$ cat src/sv/tliq_pkg.sv
// ---------------------------------------------------------------------------
// tliq_pkg: shared types and codes for the three-level insert queue
// Holds the command and level codes, the per-cell shift operation and the
// result flag group passed from the controller to the top level.
// ---------------------------------------------------------------------------
`default_nettype none

package tliq_pkg;

    // Command codes carried in the request
    localparam logic [1:0] CMD_ENQ = 2'd0;
    localparam logic [1:0] CMD_DEQ = 2'd1;
    localparam logic [1:0] CMD_CLR = 2'd2;

    // Urgency levels for an enqueue
    localparam logic [1:0] LVL_HIGH = 2'd0;
    localparam logic [1:0] LVL_MED  = 2'd1;
    localparam logic [1:0] LVL_LOW  = 2'd2;

    // Field widths of the stream payloads
    localparam int FIELD_W   = 32;
    localparam int COUNT_W   = 8;
    localparam int S_TDATA_W = 40;
    localparam int M_TDATA_W = 48;

    // Operation broadcast to every cell of the row
    typedef enum logic [1:0] {
        OP_HOLD,
        OP_INSERT,
        OP_REMOVE
    } cell_op_t;

    // Status of one request
    typedef struct packed {
        logic removed;
        logic dropped;
    } rslt_flags_t;

endpackage

`default_nettype wire

$ cat src/sv/tliq_cell.sv
// ---------------------------------------------------------------------------
// tliq_cell: one storage cell of the queue row
// Holds one word and, on each operation, keeps it, takes the neighbor
// toward the head, takes the neighbor toward the tail or loads a new word.
// ---------------------------------------------------------------------------
`default_nettype none

module tliq_cell
    import tliq_pkg::*;
#(
    parameter int CELL_IDX = 0,
    parameter int IDX_W    = 7,
    parameter int DATA_W   = 32
) (
    input  wire logic              aclk,
    input  wire cell_op_t          op,
    input  wire logic [IDX_W-1:0]  pos,
    input  wire logic [DATA_W-1:0] new_word,
    input  wire logic [DATA_W-1:0] head_side_word,
    input  wire logic [DATA_W-1:0] tail_side_word,
    output logic      [DATA_W-1:0] word
);

    localparam logic [IDX_W-1:0] MY_IDX = IDX_W'(CELL_IDX);

    logic [DATA_W-1:0] word_reg;
    logic [DATA_W-1:0] word_next;

    // Select the next content of this cell
    always_comb begin
        word_next = word_reg;
        unique case (op)
            OP_INSERT: begin
                if (MY_IDX == pos) begin
                    word_next = new_word;
                end else if (MY_IDX > pos) begin
                    word_next = head_side_word;
                end
            end
            OP_REMOVE: begin
                word_next = tail_side_word;
            end
            default: begin
                word_next = word_reg;
            end
        endcase
    end

    // Payload storage, no reset
    always_ff @(posedge aclk) begin
        word_reg <= word_next;
    end

    assign word = word_reg;

endmodule

`default_nettype wire

$ cat config.mk
export PLATFORM = sky130hd
export DESIGN_NAME = tliq_cell
export DESIGN_NICKNAME = d
export VERILOG_FILES = /design/src/sv/tliq_pkg.sv /design/src/sv/tliq_cell.sv
export SDC_FILE = /design/constraint.sdc
export NUM_CORES = 1
export LEC_CHECK = 0
export ABC_AREA = 1
export BUFFER_PORTS_ARGS = -buffer_cell sky130_fd_sc_hd__buf_4
export CAP_MARGIN = 5
export CORE_MARGIN = 4
export CORE_UTILIZATION = 31
export DETAILED_ROUTE_END_ITERATION = 8
export GPL_ROUTABILITY_DRIVEN = 0
export PLACE_DENSITY = 0.73
export REMOVE_ABC_BUFFERS = 1
export SYNTH_ARGS = -nofsm -noshare
export SYNTH_HDL_FRONTEND = slang
export SYNTH_SLANG_ARGS = --single-unit
$ cat constraint.sdc
create_clock -name aclk -period 2.9 [get_ports aclk]
set_input_delay 0.29 -clock aclk [delete_from_list [all_inputs] [get_ports aclk]]
set_output_delay 0.29 -clock aclk [all_outputs]
set_load 0.005 [all_outputs]
==> out/results.ini, run 1 <==
[finish]
fillers = 646
multi_input_area_um2 = 783
diodes = 0
utilization_pct = 49.9
layout_common_cells = 141 x buf_4, 69 x inv_1, 66 x nand2_1
largest_reg_flops = 32
area_delta_synth_final_pct = 52.1
final_common_cell = buf_4
regArea_um2 = 961
nNetsFinal = 526
drive_gt1_share_pct = 36.1

[detailed_routing]
vias = 2351
wl_mm = 6.61
ant_nets = 0
drtIter0Drc = 120
firstDrtPassIters = 4
wl_per_cell_um = 13.3
routed_via_density = 4.72
drc = 0

[run_status]
status = finished clean

[placement]
place_hpwl_mm = 4.91
portBuffers = 137

[critical_path]
required_ps = 2860
cp.arrival_ps = 2260
worstSetupPathType = in -> reg
cp-start-kind = input pin
critPathCaptureType = flip-flop
worstPathMaxFanout = 33

[grt]
grt_pass1_vias = 2302
grt_start_max_net_pins = 34
antenna_found_initial = 0
grt_overflow_total = 0
grt_pass1_wl_mm = 10.7
grt_usage_pct = 15.9

[cts]
hold_buffers = 0
cts_inserted_buffers = 5
cts_tree = done
cts-resized-gates = 0
clkTransAtPathRegs_ps = 60
h-tree-depth = 2
clockBufferDepth = 2
cts_sinks = 32
clockRootBuffer = clkbuf_8
post_cts_buffers = 0

[yosys]
synth.area.mux_share_pct = 0
yosys.area_share.adder_pct = 0
synth_xor_area_share_pct = 0
ys_seq_area_share_pct = 45.1
synthSimpleGateAreaFrac_pct = 29.2
ys_ff_latch = 32
synth_top_family_by_area = simple AND/OR/NAND/NOR gates
syn-cell-area_um2 = 2130
yosysTopAreaCellShare_pct = 45.1
synthCells = 290
synth_compound_area_share_pct = 7.52
synthTopCellsByArea = edfxtp_1 45%, nand3_1 15%, inv_1 12%, nand2_1 12%, o21ai_1 7.0%
syn_avg_cell_area_um2 = 7.35
yosysTopAreaCell = edfxtp_1
ys_warn_count = 0
synth_cell_types = 16

[min_path]
hold_depth = 3
min_to = word[22]$_DFFE_PP_
min_from = tail_side_word[22]
min_path_type = in -> reg

[floorplanning]
row_count = 29
dieArea_um2 = 8260
die_w_um = 90.9
start_util_pct = 32.8
die_y_um = 90.9
num_io_pins = 138
coreArea_um2 = 6490

[timing]
drv_slew = 0
final.period_utilization_pct = 79.1
min_period_ps = 2290
setup_viol = 0
worstMarginPinSlew_ps = 1050
relSlewSlack_pct = 30.2
hold_viol_final = 0
totalNegativeSetupSlack_ps = 0
rsz0062_at_grt = no
clock.fmax_ghz = 0.436

[pwr]
p_leak_nw = 1.71
vdd_drop_max_mv = 0.152
power.density_nw_per_um2 = 359

[job]
max_cap_violations = 0

==> final cells by class <==
| class | count | area share, % |
|---|---|---|
| repair buffers | 141 | 32.7 |
| flip-flops and latches | 32 | 29.6 |
| multi-input cells | 170 | 24.2 |
| well taps | 77 | 2.97 |
| clock buffers | 7 | 2.35 |
| clock inverters | 1 | 0.116 |
| inverters | 70 | 8.10 |
==> per-layer routing <==
metal | up-vias | wire [µm] | track usage, %
li1 | 1176 | - | -
met4 | 0 | 42 | 5.03
met3 | 4 | 817 | 6.50
met5 | - | 0 | 0
met1 | 1035 | 2620 | 19.0
met2 | 136 | 3140 | 26.3
==> Yosys cell counts <==
cell type / number
edfxtp_1: 32
nor2_4: 2
nor2_2: 1
inv_1: 69
clkbuf_2: 3
nand2_1: 66
nand2_2: 2
o21ai_1: 30
buf_6: 6
o21ai_0: 2
clkbuf_1: 3
nand4_1: 1
nand3_1: 64
inv_2: 1
buf_2: 6
nor2_1: 2
==> critical path, stage by stage <==
cell and delay (ps):
buf_4 120, nor2_4 590, inv_1 700, nand2_1 270
buf_4 270
==> power by group <==
group,switching [mW],total [mW],leakage [nW],internal (mW)
logic,0.124,0.286,1.37,0.163
registers,0.0111,0.564,0.296,0.553
clock network,0.146,0.312,0.0399,0.167
==> how the worst max path moves through the flow <==
stage | end | from | slack, ps | cells after the start
final | word[5]$_DFFE_PP_ | op[0] | 610 | 5
after global routing | word[11]$_DFFE_PP_ | op[1] | 430 | 6
after CTS | word[11]$_DFFE_PP_ | op[0] | 630 | 5
after detailed placement | word[17]$_DFFE_PP_ | op[0] | 330 | 5
after global placement | word[19]$_DFFE_PP_ | op[1] | 420 | 6
after floorplan | word[0]$_DFFE_PP_ | op[1] | 490 | 4
==> metrics by stage <==
step                setup WS (ps)  hold WS (ps)  cell area [µm²]  power [mW]  cells
floorplan                     489           476             2010       0.667    272
global placement              421           567             3160       0.856    490
detailed placement            330           567             3160       0.862    490
CTS                           627           271             3240        1.18    498
global route                  430           273             3240        1.24    498
finish                        606           286             3240        1.16    498
==> logic make-up (layout without fill, tap and decap cells) <==
kind of cell / count (synthesis) / count (layout)
simple gates: 138 / 138
compound gates: 32 / 32
buf+inv: 88 / 219
flops: 32 / 32
Power figures use the tool's default switching activity.
==> run 2, diff against run 1 <==
ABC_AREA = 0   (was 1)
PLACE_DENSITY = 0.77   (was 0.73)
clock period = 2.1 ns   (was 2.9 ns; I/O delays follow)
==> run 2 against run 1 <==
Against the previous run: sequential power increased by 38%; final area decreased by 3.0%; combinational power increased by 41%; worst hold slack got worse by 58 ps; critical endpoint is now word[14]$_DFFE_PP_; highest routed layer unchanged.
==> out/results.ini, run 2 <==
[detailed_routing]
drtIter0Drc = 71
wl_mm = 5.94
ant_nets = 0
vias = 1951
routed_via_density = 4.96
drc = 0
firstDrtPassIters = 4
wl_per_cell_um = 15.1

[cts]
clockBufferDepth = 2
h-tree-depth = 2
clockRootBuffer = clkbuf_8
cts_tree = done
post_cts_buffers = 0
clkTransAtPathRegs_ps = 60
cts_inserted_buffers = 5
cts-resized-gates = 0
cts_sinks = 32
hold_buffers = 0

[yosys]
ys_warn_count = 0
yosysTopAreaCell = edfxtp_1
ys_seq_area_share_pct = 49.4
async_reset_ff_share_pct = 0
synthTopCellsByArea = edfxtp_1 49%, o211ai_2 12%, o211ai_1 8.1%, nand2_1 7.7%, nand4b_1 5.4%
synth.area.mux_share_pct = 0
synth_commonest_cells = 40 x nand2_1, 32 x edfxtp_1, 21 x o211ai_1
yosysTopAreaCellShare_pct = 49.4
syn-cell-area_um2 = 1950
synthFlopType = edfxtp_1
synthCells = 191
synth_cell_types = 18
yosys.area_share.adder_pct = 0
synth_compound_area_share_pct = 27.5
synth_xor_area_share_pct = 0
synth_top_family_by_area = compound AO/OA/AOI/OAI gates
syn_avg_cell_area_um2 = 10.2
synth_edf_count = 32
ys_ff_latch = 32
synthMostInstantiatedCell = nand2_1
synthSimpleGateAreaFrac_pct = 18.1

[critical_path]
worstSetupPathType = in -> reg
crit_chain = buf_4 > or4_1 > or2_4 > o21ai_4 > buf_12
critPathCaptureType = flip-flop
cp-start-kind = input pin
critPathSlowestCell = or4_1
required_ps = 2080
worstPathMaxFanout = 17
crit_start = pos[4]
cp.arrival_ps = 1560
slowest_delay_ps = 540

[grt]
grt_pass1_wl_mm = 9.33
grt_overflow_total = 0
antenna_found_initial = 0
grt_usage_pct = 15.5
grt_pass1_vias = 2044
grt_start_max_net_pins = 65

[timing]
hold_viol_final = 0
final.period_utilization_pct = 74.9
worstMarginPinSlew_ps = 875
relSlewSlack_pct = 41.4
min_period_ps = 1570
drv_slew = 0
setup_viol = 0
clock.fmax_ghz = 0.635
rsz0062_at_grt = no
totalNegativeSetupSlack_ps = 0

[finish]
fillers = 555
layout_common_cells = 141 x buf_4, 40 x nand2_1, 32 x edfxtp_1
utilization_pct = 52.5
nNetsFinal = 426
diodes = 0
fin_area_um2 = 3150
largest_reg_flops = 32
drive_gt1_share_pct = 54.1
final_common_cell = buf_4
area_delta_synth_final_pct = 61.6

[pwr]
p_total_mw = 1.59
vdd_drop_max_mv = 0.216
power.density_nw_per_um2 = 505
p_leak_nw = 1.32

[floorplanning]
die_w_um = 87.2
row_count = 28
die_y_um = 87.2
num_io_pins = 138
coreArea_um2 = 5990
dieArea_um2 = 7610
start_util_pct = 32.5

[placement]
portBuffers = 137
place_hpwl_mm = 4.57
placed_area_um2 = 3080

[min_path]
min_path_type = in -> reg
min_from = tail_side_word[26]

[run_status]
status = finished clean

[job]
max_cap_violations = 0

## run 2: kinds of logic (layout without fill, tap and decap cells)
logic type | count (synthesis) | in the layout
compound gates | 65 | 65
buf+inv | 22 | 149
flops | 32 | 32
simple gates | 72 | 72
## run 2: worst max-delay path: cells and delay by family
family	cells	cell delay, ps
compound gates	1	210
simple gates	2	830
buf+inv	2	290
## run 2: where the power goes
group | internal, mW | leakage, nW | switching, mW
combinational | 0.243 | 0.990 | 0.159
sequential | 0.764 | 0.299 | 0.0132
clock | 0.213 | 0.0359 | 0.196
total | 1.22 | 1.32 | 0.369
## run 2: layer usage
metal	GRT usage, %	vias up	routed length, µm
li1	-	986	-
met1	17.8	867	2250
met2	26.3	92	2880
met3	6.53	6	745
met4	4.60	0	61
met5	0	-	0
## run 2: cell type report
cell class	count	area [µm²]	area share (%)
repair buffers	144	1120	35.6
well taps	75	93.8	2.98
clock buffers	5	68.8	2.19
flip-flops and latches	32	961	30.5
multi-input cells	137	903	28.7
## run 2: final timing paths
check                            end  slack (ps)  cells after the start
setup / recovery  word[14]$_DFFE_PP_         530                      5
hold / removal    word[26]$_DFFE_PP_         230                      3
## run 2: stage by stage
step / setup slack (ps) / hold WS (ps) / std cells
floorplan: -1390 / 416 / 169
global placement: 266 / 505 / 388
detailed placement: 243 / 508 / 388
CTS: 541 / 216 / 393
global route: 492 / 224 / 393
finish: 526 / 228 / 393
