`src/sv/tliq_pkg.sv`:
```
// ---------------------------------------------------------------------------
// tliq_pkg: shared types and codes for the three-level insert queue
// Holds the command and level codes, the per-cell shift operation and the
// result flag group passed from the controller to the top level.
// ---------------------------------------------------------------------------
`default_nettype none

package tliq_pkg;

    // Command codes carried in the request
    localparam logic [1:0] CMD_ENQ = 2'd0;
    localparam logic [1:0] CMD_DEQ = 2'd1;
    localparam logic [1:0] CMD_CLR = 2'd2;

    // Urgency levels for an enqueue
    localparam logic [1:0] LVL_HIGH = 2'd0;
    localparam logic [1:0] LVL_MED  = 2'd1;
    localparam logic [1:0] LVL_LOW  = 2'd2;

    // Field widths of the stream payloads
    localparam int FIELD_W   = 32;
    localparam int COUNT_W   = 8;
    localparam int S_TDATA_W = 40;
    localparam int M_TDATA_W = 48;

    // Operation broadcast to every cell of the row
    typedef enum logic [1:0] {
        OP_HOLD,
        OP_INSERT,
        OP_REMOVE
    } cell_op_t;

    // Status of one request
    typedef struct packed {
        logic removed;
        logic dropped;
    } rslt_flags_t;

endpackage

`default_nettype wire

```
`src/sv/tliq_ctrl.sv`:
```
// ---------------------------------------------------------------------------
// tliq_ctrl: occupancy tracking and request decode
// Keeps the entry count and turns each accepted request into the operation
// and insertion index broadcast to the cell row.
// ---------------------------------------------------------------------------
`default_nettype none

module tliq_ctrl
    import tliq_pkg::*;
#(
    parameter int DEPTH = 128,
    parameter int IDX_W = 7,
    parameter int CNT_W = 8
) (
    input  wire logic             aclk,
    input  wire logic             aresetn,
    input  wire logic             accept,
    input  wire logic [1:0]       cmd,
    input  wire logic [1:0]       level,
    output cell_op_t              op,
    output logic      [IDX_W-1:0] pos,
    output rslt_flags_t           flags,
    output logic      [CNT_W-1:0] occ_after
);

    localparam logic [CNT_W-1:0] FULL_CNT = CNT_W'(DEPTH);
    localparam logic [CNT_W-1:0] ONE_CNT  = CNT_W'(1);

    logic [CNT_W-1:0] occ_reg;
    logic [CNT_W-1:0] occ_next;
    logic [CNT_W-1:0] mid_half;
    logic [CNT_W-1:0] mid_pos;

    // Middle index: max(1, (n-1)/2), or 0 on an empty queue
    always_comb begin
        mid_half = (occ_reg - ONE_CNT) >> 1;
        if (occ_reg == '0) begin
            mid_pos = '0;
        end else if (mid_half == '0) begin
            mid_pos = ONE_CNT;
        end else begin
            mid_pos = mid_half;
        end
    end

    // Decode the request
    always_comb begin
        op       = OP_HOLD;
        pos      = '0;
        flags    = '0;
        occ_next = occ_reg;
        if (accept) begin
            unique case (cmd)
                CMD_ENQ: begin
                    if (occ_reg == FULL_CNT) begin
                        flags.dropped = 1'b1;
                    end else begin
                        priority if (level == LVL_HIGH) begin
                            op       = OP_INSERT;
                            pos      = '0;
                            occ_next = occ_reg + ONE_CNT;
                        end else if (level == LVL_MED) begin
                            op       = OP_INSERT;
                            pos      = mid_pos[IDX_W-1:0];
                            occ_next = occ_reg + ONE_CNT;
                        end else if (level == LVL_LOW) begin
                            op       = OP_INSERT;
                            pos      = occ_reg[IDX_W-1:0];
                            occ_next = occ_reg + ONE_CNT;
                        end else begin
                            op = OP_HOLD;
                        end
                    end
                end
                CMD_DEQ: begin
                    if (occ_reg != '0) begin
                        op            = OP_REMOVE;
                        flags.removed = 1'b1;
                        occ_next      = occ_reg - ONE_CNT;
                    end
                end
                CMD_CLR: begin
                    occ_next = '0;
                end
                default: begin
                    occ_next = occ_reg;
                end
            endcase
        end
    end

    // Entry count
    always_ff @(posedge aclk) begin
        if (!aresetn) begin
            occ_reg <= '0;
        end else begin
            occ_reg <= occ_next;
        end
    end

    assign occ_after = occ_next;

endmodule

`default_nettype wire

```
`config.mk`:
```
export PLATFORM = sky130hd
export DESIGN_NAME = tliq_ctrl
export DESIGN_NICKNAME = d
export VERILOG_FILES = /design/src/sv/tliq_pkg.sv /design/src/sv/tliq_ctrl.sv
export SDC_FILE = /design/constraint.sdc
export NUM_CORES = 1
export LEC_CHECK = 0
export BUFFER_PORTS_ARGS = -buffer_cell sky130_fd_sc_hd__buf_4
export CORE_MARGIN = 2
export CORE_UTILIZATION = 47
export CTS_CLUSTER_SIZE = 12
export DETAILED_ROUTE_END_ITERATION = 6
export MAX_ROUTING_LAYER = met4
export PLACE_DENSITY = 0.71
export SLEW_MARGIN = 20
export SYNTH_ARGS = -nofsm -noshare
export SYNTH_HDL_FRONTEND = slang
export SYNTH_SLANG_ARGS = --single-unit
```
`constraint.sdc`:
```
create_clock -name aclk -period 2.5 [get_ports aclk]
set_input_delay 0.5 -clock aclk [delete_from_list [all_inputs] [get_ports aclk]]
set_output_delay 0.5 -clock aclk [all_outputs]
set_load 0.05 [all_outputs]
```
==> metrics, run 1 <==
Placement Rows 16; syn_area_per_cell just over 7 sq um; FFs w/ async S/R, synth 0%; GR Util met3 approximately 3.3%; CP startpoint kind register; DRC Markers 0; first-pass GRT wire length slightly above 6000 um; Hold Fails Final Rpt 0; Setup WS post-layout -0.363 ns; final design utilization 92.9%; GR Overflow Total 0; worst flop-to-flop path startpoint occ_reg[4]$_SDFF_PN0_; WL per Instance between 20 and 25 um; Chip Width 50.6 um; Max Clk Rate 349 MHz; Critical Path End Type primary output; placed instance area around 1500 sq um; Switching Power approximately 0.21 mW; top post-synthesis cells by area dfxtp_1, nor2_1, a22oi_1, and2_1, ha_1; initial antenna violation count 0; met1 Resource Use GR a little over two fifths; status finished, violations left; Period minus WS final about 2.9 ns; fin nets about 220; CTS tree yes; Worst-Margin Slew 0.550 ns; max reg flops 8; chip height 50.6 um; sequential element share of the synthesized area around 16%; hold buffers post-CTS 0; number of global-route vias before repair around 1300; Post-Route Skew about 0.011 ns; Flop pwr share about 25%; failing checks setup timing; Syn Nets approximately 160; #FFs+latches synth 8; final RePlAce weighted congestion slightly below 1; cell count of the worst hold path 2; Worst-Skew Late Latency approximately 0.26 ns; H-tree Lvls 1; post-synth top area share 15.7%; reg-to-reg slack, setup roughly 0.28 ns; # setup viols final 17; clk buf depth 2; share of layout cells above drive strength 1 roughly 58%; fillcell total 71; Synth Instances 144; Pleak approximately 0.81 nW; Top FF cell, synth dfxtp_1; die area 2560 sq um; Vias approximately 1500; Post-synth EDFFs 0; reg2reg path depth 8; Synth Warn # 0; Critical Path Fanout Max 2; initial drt markers 127; clock root cell clkbuf_4; hold_sp aresetn; clk sinks 8; Slew Limit Headroom around 63%; power density over the cells roughly 290 nW/um^2; Int Pwr roughly 0.33 mW; Worst Hold Class in2reg; Comb power frac between 50% and 60%; final period utilization 115%; leading cell type by number of instances after synthesis nor2_1; Netlist cell types 44; CP arrival about 2.4 ns; unrepaired setup endpoints after global routing true; VDD IR max 0.322 mV; CP Class reg2out; # diodes 0; busiest layer in global routing met2; DRT antenna net count 0; fin area 1860 sq um; final slew viol count 0; most frequent cells after synthesis nor2_1, nand2_1, clkbuf_1; maximum number of pins on one net before global-route repair 12; Area Growth Syn to Fin 82.6%; Initial Util between 50% and 60%; Synth area leader dfxtp_1; GR Util met2 ~57%; core area 2000 sq um; switching portion of total power around 40%; clk slew on worst S/H paths 0.05 ns; clock power share between 10% and 20%; 1st-pass router iterations 4; TritonCTS buffer count 3; mapped cell area around 1000 sq um; via/cell ratio approximately 6.3; critical path data required time 2.00 ns; post-detailed-placement half-perimeter wirelength between 2000 and 3000 um; Max Cap Violations 0; Worst Hold Endpoint occ_reg[0]$_SDFF_PN0_; I/O pins 26; WL final approximately 4700 um; reg2reg end occ_reg[3]$_SDFF_PN0_; # port buffers 25; GRT Total Usage approximately a third
[cells by family after synthesis]
family | synth area share, %
flops | 15.7
fa+ha+maj | 4.91
xor+xnor | 5.16
simple gates | 35.0
buf+inv | 8.60
mux | 3.68
compound gates | 26.9
[area by class of cell]
| type | instances | area (sq um) | area share [%] |
|---|---|---|---|
| clock buffers | 3 | 22.5 | 1.21 |
| multi-input cells | 117 | 968 | 52.1 |
| inverters | 7 | 28.8 | 1.55 |
| flip-flops and latches | 8 | 168 | 9.02 |
| well taps | 27 | 33.8 | 1.82 |
| repair buffers | 71 | 638 | 34.3 |
[worst max-delay path: stages (launching register included)]
cell     delay [ns]
dfxtp_1        0.32
or4_4          0.54
or4_4          0.44
mux2_4         0.31
a221o_2        0.35
buf_6          0.16
[timing repair]
| action | CTS | global route |
|---|---|---|
| endpoints found under the setup margin | 18 | 16 |
| buffers inserted | 4 | 4 |
| resized for setup | 41 | 29 |
| pin swaps | 11 | 10 |
[routing by layer]
layer,share of wire (%),vias to the layer above
met5,0,-
met4,4.9,0
met3,8.7,35
met2,47,104
met1,39,673
li1,-,655
[stage by stage]
step / hold WS [ns] / TNS (ns) / setup WS [ns] / cells / power [mW]
after floorplan: 0.622 / -0.841 / -0.267 / 144 / 0.266
after global placement: 0.707 / -0.221 / -0.108 / 222 / 0.358
final: 0.519 / -3.69 / -0.363 / 233 / 0.545
after global routing: 0.511 / -4.75 / -0.406 / 233 / 0.572
after CTS: 0.498 / -1.90 / -0.344 / 229 / 0.498
after detailed placement: 0.705 / -0.319 / -0.102 / 222 / 0.360
[power groups by stage]
stage	Clock, mW	Combinational, mW	Sequential [mW]
6_report	0.0994	0.309	0.136
5_1_grt	0.114	0.322	0.136
4_1_cts	0.102	0.262	0.134
3_5_place_dp	0	0.223	0.137
3_3_place_gp	0	0.221	0.137
2_1_floorplan	0	0.130	0.136
[worst max-delay path by stage]
stage / endpoint / slack (ns) / from / depth (start not counted)
final: occ_after[7] / -0.36 / occ_reg[4]$_SDFF_PN0_ / 5
after global routing: occ_after[3] / -0.41 / occ_reg[4]$_SDFF_PN0_ / 8
after CTS: occ_after[7] / -0.34 / occ_reg[4]$_SDFF_PN0_ / 5
after detailed placement: pos[0] / -0.10 / occ_reg[0]$_SDFF_PN0_ / 8
after global placement: pos[0] / -0.11 / occ_reg[0]$_SDFF_PN0_ / 8
after floorplan: occ_after[7] / -0.27 / occ_reg[4]$_SDFF_PN0_ / 6
[placed cells by master, fill, tap and decap left out, types with 3 or more instances in the layout]
cell / count
a21oi_1: 4
a221o_2: 3
a22oi_1: 4
a22oi_2: 3
and2_1: 8
buf_4: 47
buf_6: 20
buf_8: 4
clkbuf_4: 3
dfxtp_1: 4
dfxtp_2: 3
inv_1: 4
nand2_1: 9
nand3b_1: 3
nor2_1: 11
nor2_2: 4
nor2b_1: 3
nor3_1: 6
o21ai_0: 3
or4_4: 5
No activity file was read; power rests on OpenSTA's default activity.
==> run 2: changes to the inputs <==
Settings changed: SETUP_SLACK_MARGIN from default to 0.5.
==> metrics, run 2 <==
# port buffers 25 (unchanged); Syn Nets 155 (unchanged); TritonCTS buffer count 3 (unchanged); I/O pins 26 (unchanged); status aborted with a tool error; hold buffers post-CTS 0 (unchanged); Synth Instances 144 (unchanged); post-detailed-placement half-perimeter wirelength 2970 um (+5.6%); clock root cell clkbuf_4; Synth area leader dfxtp_1; worst slack at placement -0.140 ns (-0.0374 ns); Top FF cell, synth dfxtp_1; clk sinks 8 (unchanged); clk buf depth 2 (unchanged); leading cell type by number of instances after synthesis nor2_1; chip height 50.6 um (unchanged); Synth Warn # 0 (unchanged); final RePlAce weighted congestion 1.03 (+3.5%); top post-synthesis cells by area dfxtp_1, nor2_1, a22oi_1, and2_1, ha_1; Placement Rows 16 (unchanged); post-cts sizing count 62 (+51%); #FFs+latches synth 8 (unchanged); H-tree Lvls 1 (unchanged); Netlist cell types 44 (unchanged); Chip Width 50.6 um (unchanged); post-synth top area share 15.7% (unchanged); Post-synth EDFFs 0 (unchanged); mapped cell area 1020 sq um (unchanged); sequential element share of the synthesized area 15.7% (unchanged); Halt Stage 4_1_cts; syn_area_per_cell 7.07 sq um (unchanged); postcts setup bufs 12 (+8); Initial Util 50.9% (unchanged); most frequent cells after synthesis nor2_1, nand2_1, clkbuf_1; FFs w/ async S/R, synth 0% (unchanged); Run Error [ERROR DPL-0033] detailed placement checks failed during check placement.
-- run 2: cell counts after synthesis --
No cell type changed its count.
-- run 2: through the flow --
step / area [sq um] / setup TNS, ns / util, % / std cells
3_5_place_dp: 1610 / -0.358 / 80.2 / 223
2_1_floorplan: 1160 / -0.863 / - / 144
3_3_place_gp: 1610 / -0.150 / 80.2 / 223
-- run 2: logic make-up after synthesis --
| kind of cell | share of synthesized area (%) |
|---|---|
| DFF | 15.7 |
| muxes | 3.68 |
| xor gates and xnor gates | 5.16 |
| buffers and inverters | 8.60 |
| and+or+nand+nor | 35.0 |
| AOI/OAI and AO/OA | 26.9 |
| adders and majority gates | 4.91 |
==> run 3: changes to the inputs <==
Settings changed: CORE_AREA from default to 2 2 63 65, CORE_MARGIN 2 to default, CORE_UTILIZATION 47 to default, CTS_CLUSTER_SIZE 12 to default, DIE_AREA from default to 0 0 65 67, MAX_ROUTING_LAYER met4 to default, PLACE_DENSITY 0.71 to default, PLACE_DENSITY_LB_ADDON from default to 0.15, SETUP_SLACK_MARGIN 0.5 to default.
Clock period 2.5 ns to 3.25 ns, I/O delays scaled along.
==> metrics, run 3 (same netlist as run 1, synthesis figures left out) <==
Comb power frac 37.7%; chip height 67 um (+33%); Hold Slack 0.666 ns; status completed; CP arrival approximately 2.5 ns; # setup viols final 0; WL final about 3300 um; Worst path most repeated cell or4_4; VDD IR max between 0.15 and 0.2 mV; post-detailed-placement half-perimeter wirelength 2630 um (-11%); final period utilization between 90% and 100%; power density over the cells roughly 280 nW/um^2; Area Growth Syn to Fin 30.5%; maximum number of pins on one net before global-route repair 14; number of global-route vias before repair roughly 1100; hold buffers post-CTS 0 (unchanged); Flop pwr share between 20% and 30%; GR Overflow Total 0; crit path buf inv count 1; clk slew on worst S/H paths approximately 0.040 ns; final slew viol count 0; final design utilization between 30% and 40%; Hold Fails Final Rpt 0; clock root cell clkbuf_8; I/O pins 26 (unchanged); Max Cap Violations 0; DRT antenna net count 0; Pleak 0.567 nW; first-pass GRT wire length around 5400 um; Max Clk Rate roughly 320 MHz; Worst-Margin Slew just under 0.6 ns; unrepaired setup endpoints after global routing false; Critical Path Max Stage Delay 0.59 ns; share of layout cells above drive strength 1 26.3%; final setup TNS 0 ns; CP delay by family, top simple AND/OR/NAND/NOR gates; initial drt markers 71; GRT Total Usage roughly 16%; most common cell after layout, fill and taps aside buf_4; clk sinks 8 (unchanged); CTS tree yes; via/cell ratio ~5.4; fin nets between 150 and 200; commonest non-fill, non-tap cells in the layout buf_4, nor2_1, nand2_1; switching portion of total power a little over a third; clock power share about a third; DRC Markers 0; Int Pwr ~0.23 mW; # port buffers 25 (unchanged); die area around 4400 sq um; Worst-Skew Late Latency about 0.24 ns; # diodes 0; TritonCTS buffer count 3 (unchanged); critical path data required time ~2.6 ns; Initial Util 28.2% (-23 points); Critical Path End Type primary output; Worst Hold Class in2reg; Chip Width 65 um (+29%); crit path cell chain or4_4, or4_4, mux2_4, a221o_1, buf_4; CP startpoint kind register; fillcell total 394; H-tree Lvls 1 (unchanged); initial antenna violation count 0; Post-Route Skew 0.00451 ns; Placement Rows 22 (+6); Slew Limit Headroom between 60% and 70%; WL per Instance between 10 and 15 um; CP Class reg2out; max reg flops 8; Switching Power 0.133 mW; 1st-pass router iterations 4; Period minus WS final slightly above 3 ns; Vias between 1000 and 1500; reg-to-reg slack, setup just under 1 ns; Slowest-stage cell, CP or4_4; Critical Path Fanout Max 8; clk buf depth 2 (unchanged); postcts setup bufs 0 (-12); final RePlAce weighted congestion 0.854 (-17%); post-cts sizing count 0 (-100%); core area about 3600 sq um
==> run 3: worst reg2reg max path: stages, from the launching register on <==
cell and delay [ns]:
dfxtp_1 0.31, or4_4 0.59, or4_4 0.47, mux2_4 0.31, a221o_1 0.34, and2_1 0.16
==> run 3: final timing paths <==
| kind | from | end | cells past startpoint |
|---|---|---|---|
| worst min register to register | occ_reg[5]$_SDFF_PN0_ | occ_reg[5]$_SDFF_PN0_ | 3 |
| worst max register to register | occ_reg[4]$_SDFF_PN0_ | occ_reg[7]$_SDFF_PN0_ | 5 |
| worst max-delay path | occ_reg[4]$_SDFF_PN0_ | occ_after[7] | 5 |
| worst min-delay path | aresetn | occ_reg[3]$_SDFF_PN0_ | 2 |
==> run 3: power groups by stage <==
stage / Sequential [mW] / Combinational (mW) / Clock, mW
after global routing: 0.105 / 0.151 / 0.131
after global placement: 0.106 / 0.138 / 0
after floorplan: 0.105 / 0.0967 / 0
after detailed placement: 0.106 / 0.137 / 0
after CTS: 0.104 / 0.138 / 0.127
final: 0.105 / 0.138 / 0.124
==> run 3: per-layer routing <==
layer / track usage, % / share of wire (%)
met5: 0 / 0
met1: 20.5 / 47
met4: 7.71 / 3.2
met2: 25.6 / 44
met3: 3.72 / 6.0
==> run 3: layout make-up <==
type                       instances  area (sq um)  area share [%]
multi-input combinational        117           771            58.0
timing repair buffer              36           270            20.3
sequential                         8           160            12.1
tap                               48          60.1            4.52
clock buffer                       3          41.3            3.11
inverter                           7          26.3            1.98
==> run 3: through the flow <==
step	setup WS (ns)	total power [mW]	std cells	cell area, sq um
after floorplan	0.0118	0.202	144	1020
after global placement	0.445	0.244	216	1290
after detailed placement	0.370	0.243	216	1290
after CTS	0.152	0.369	219	1330
after global routing	0.0707	0.386	219	1330
final	0.149	0.367	219	1330
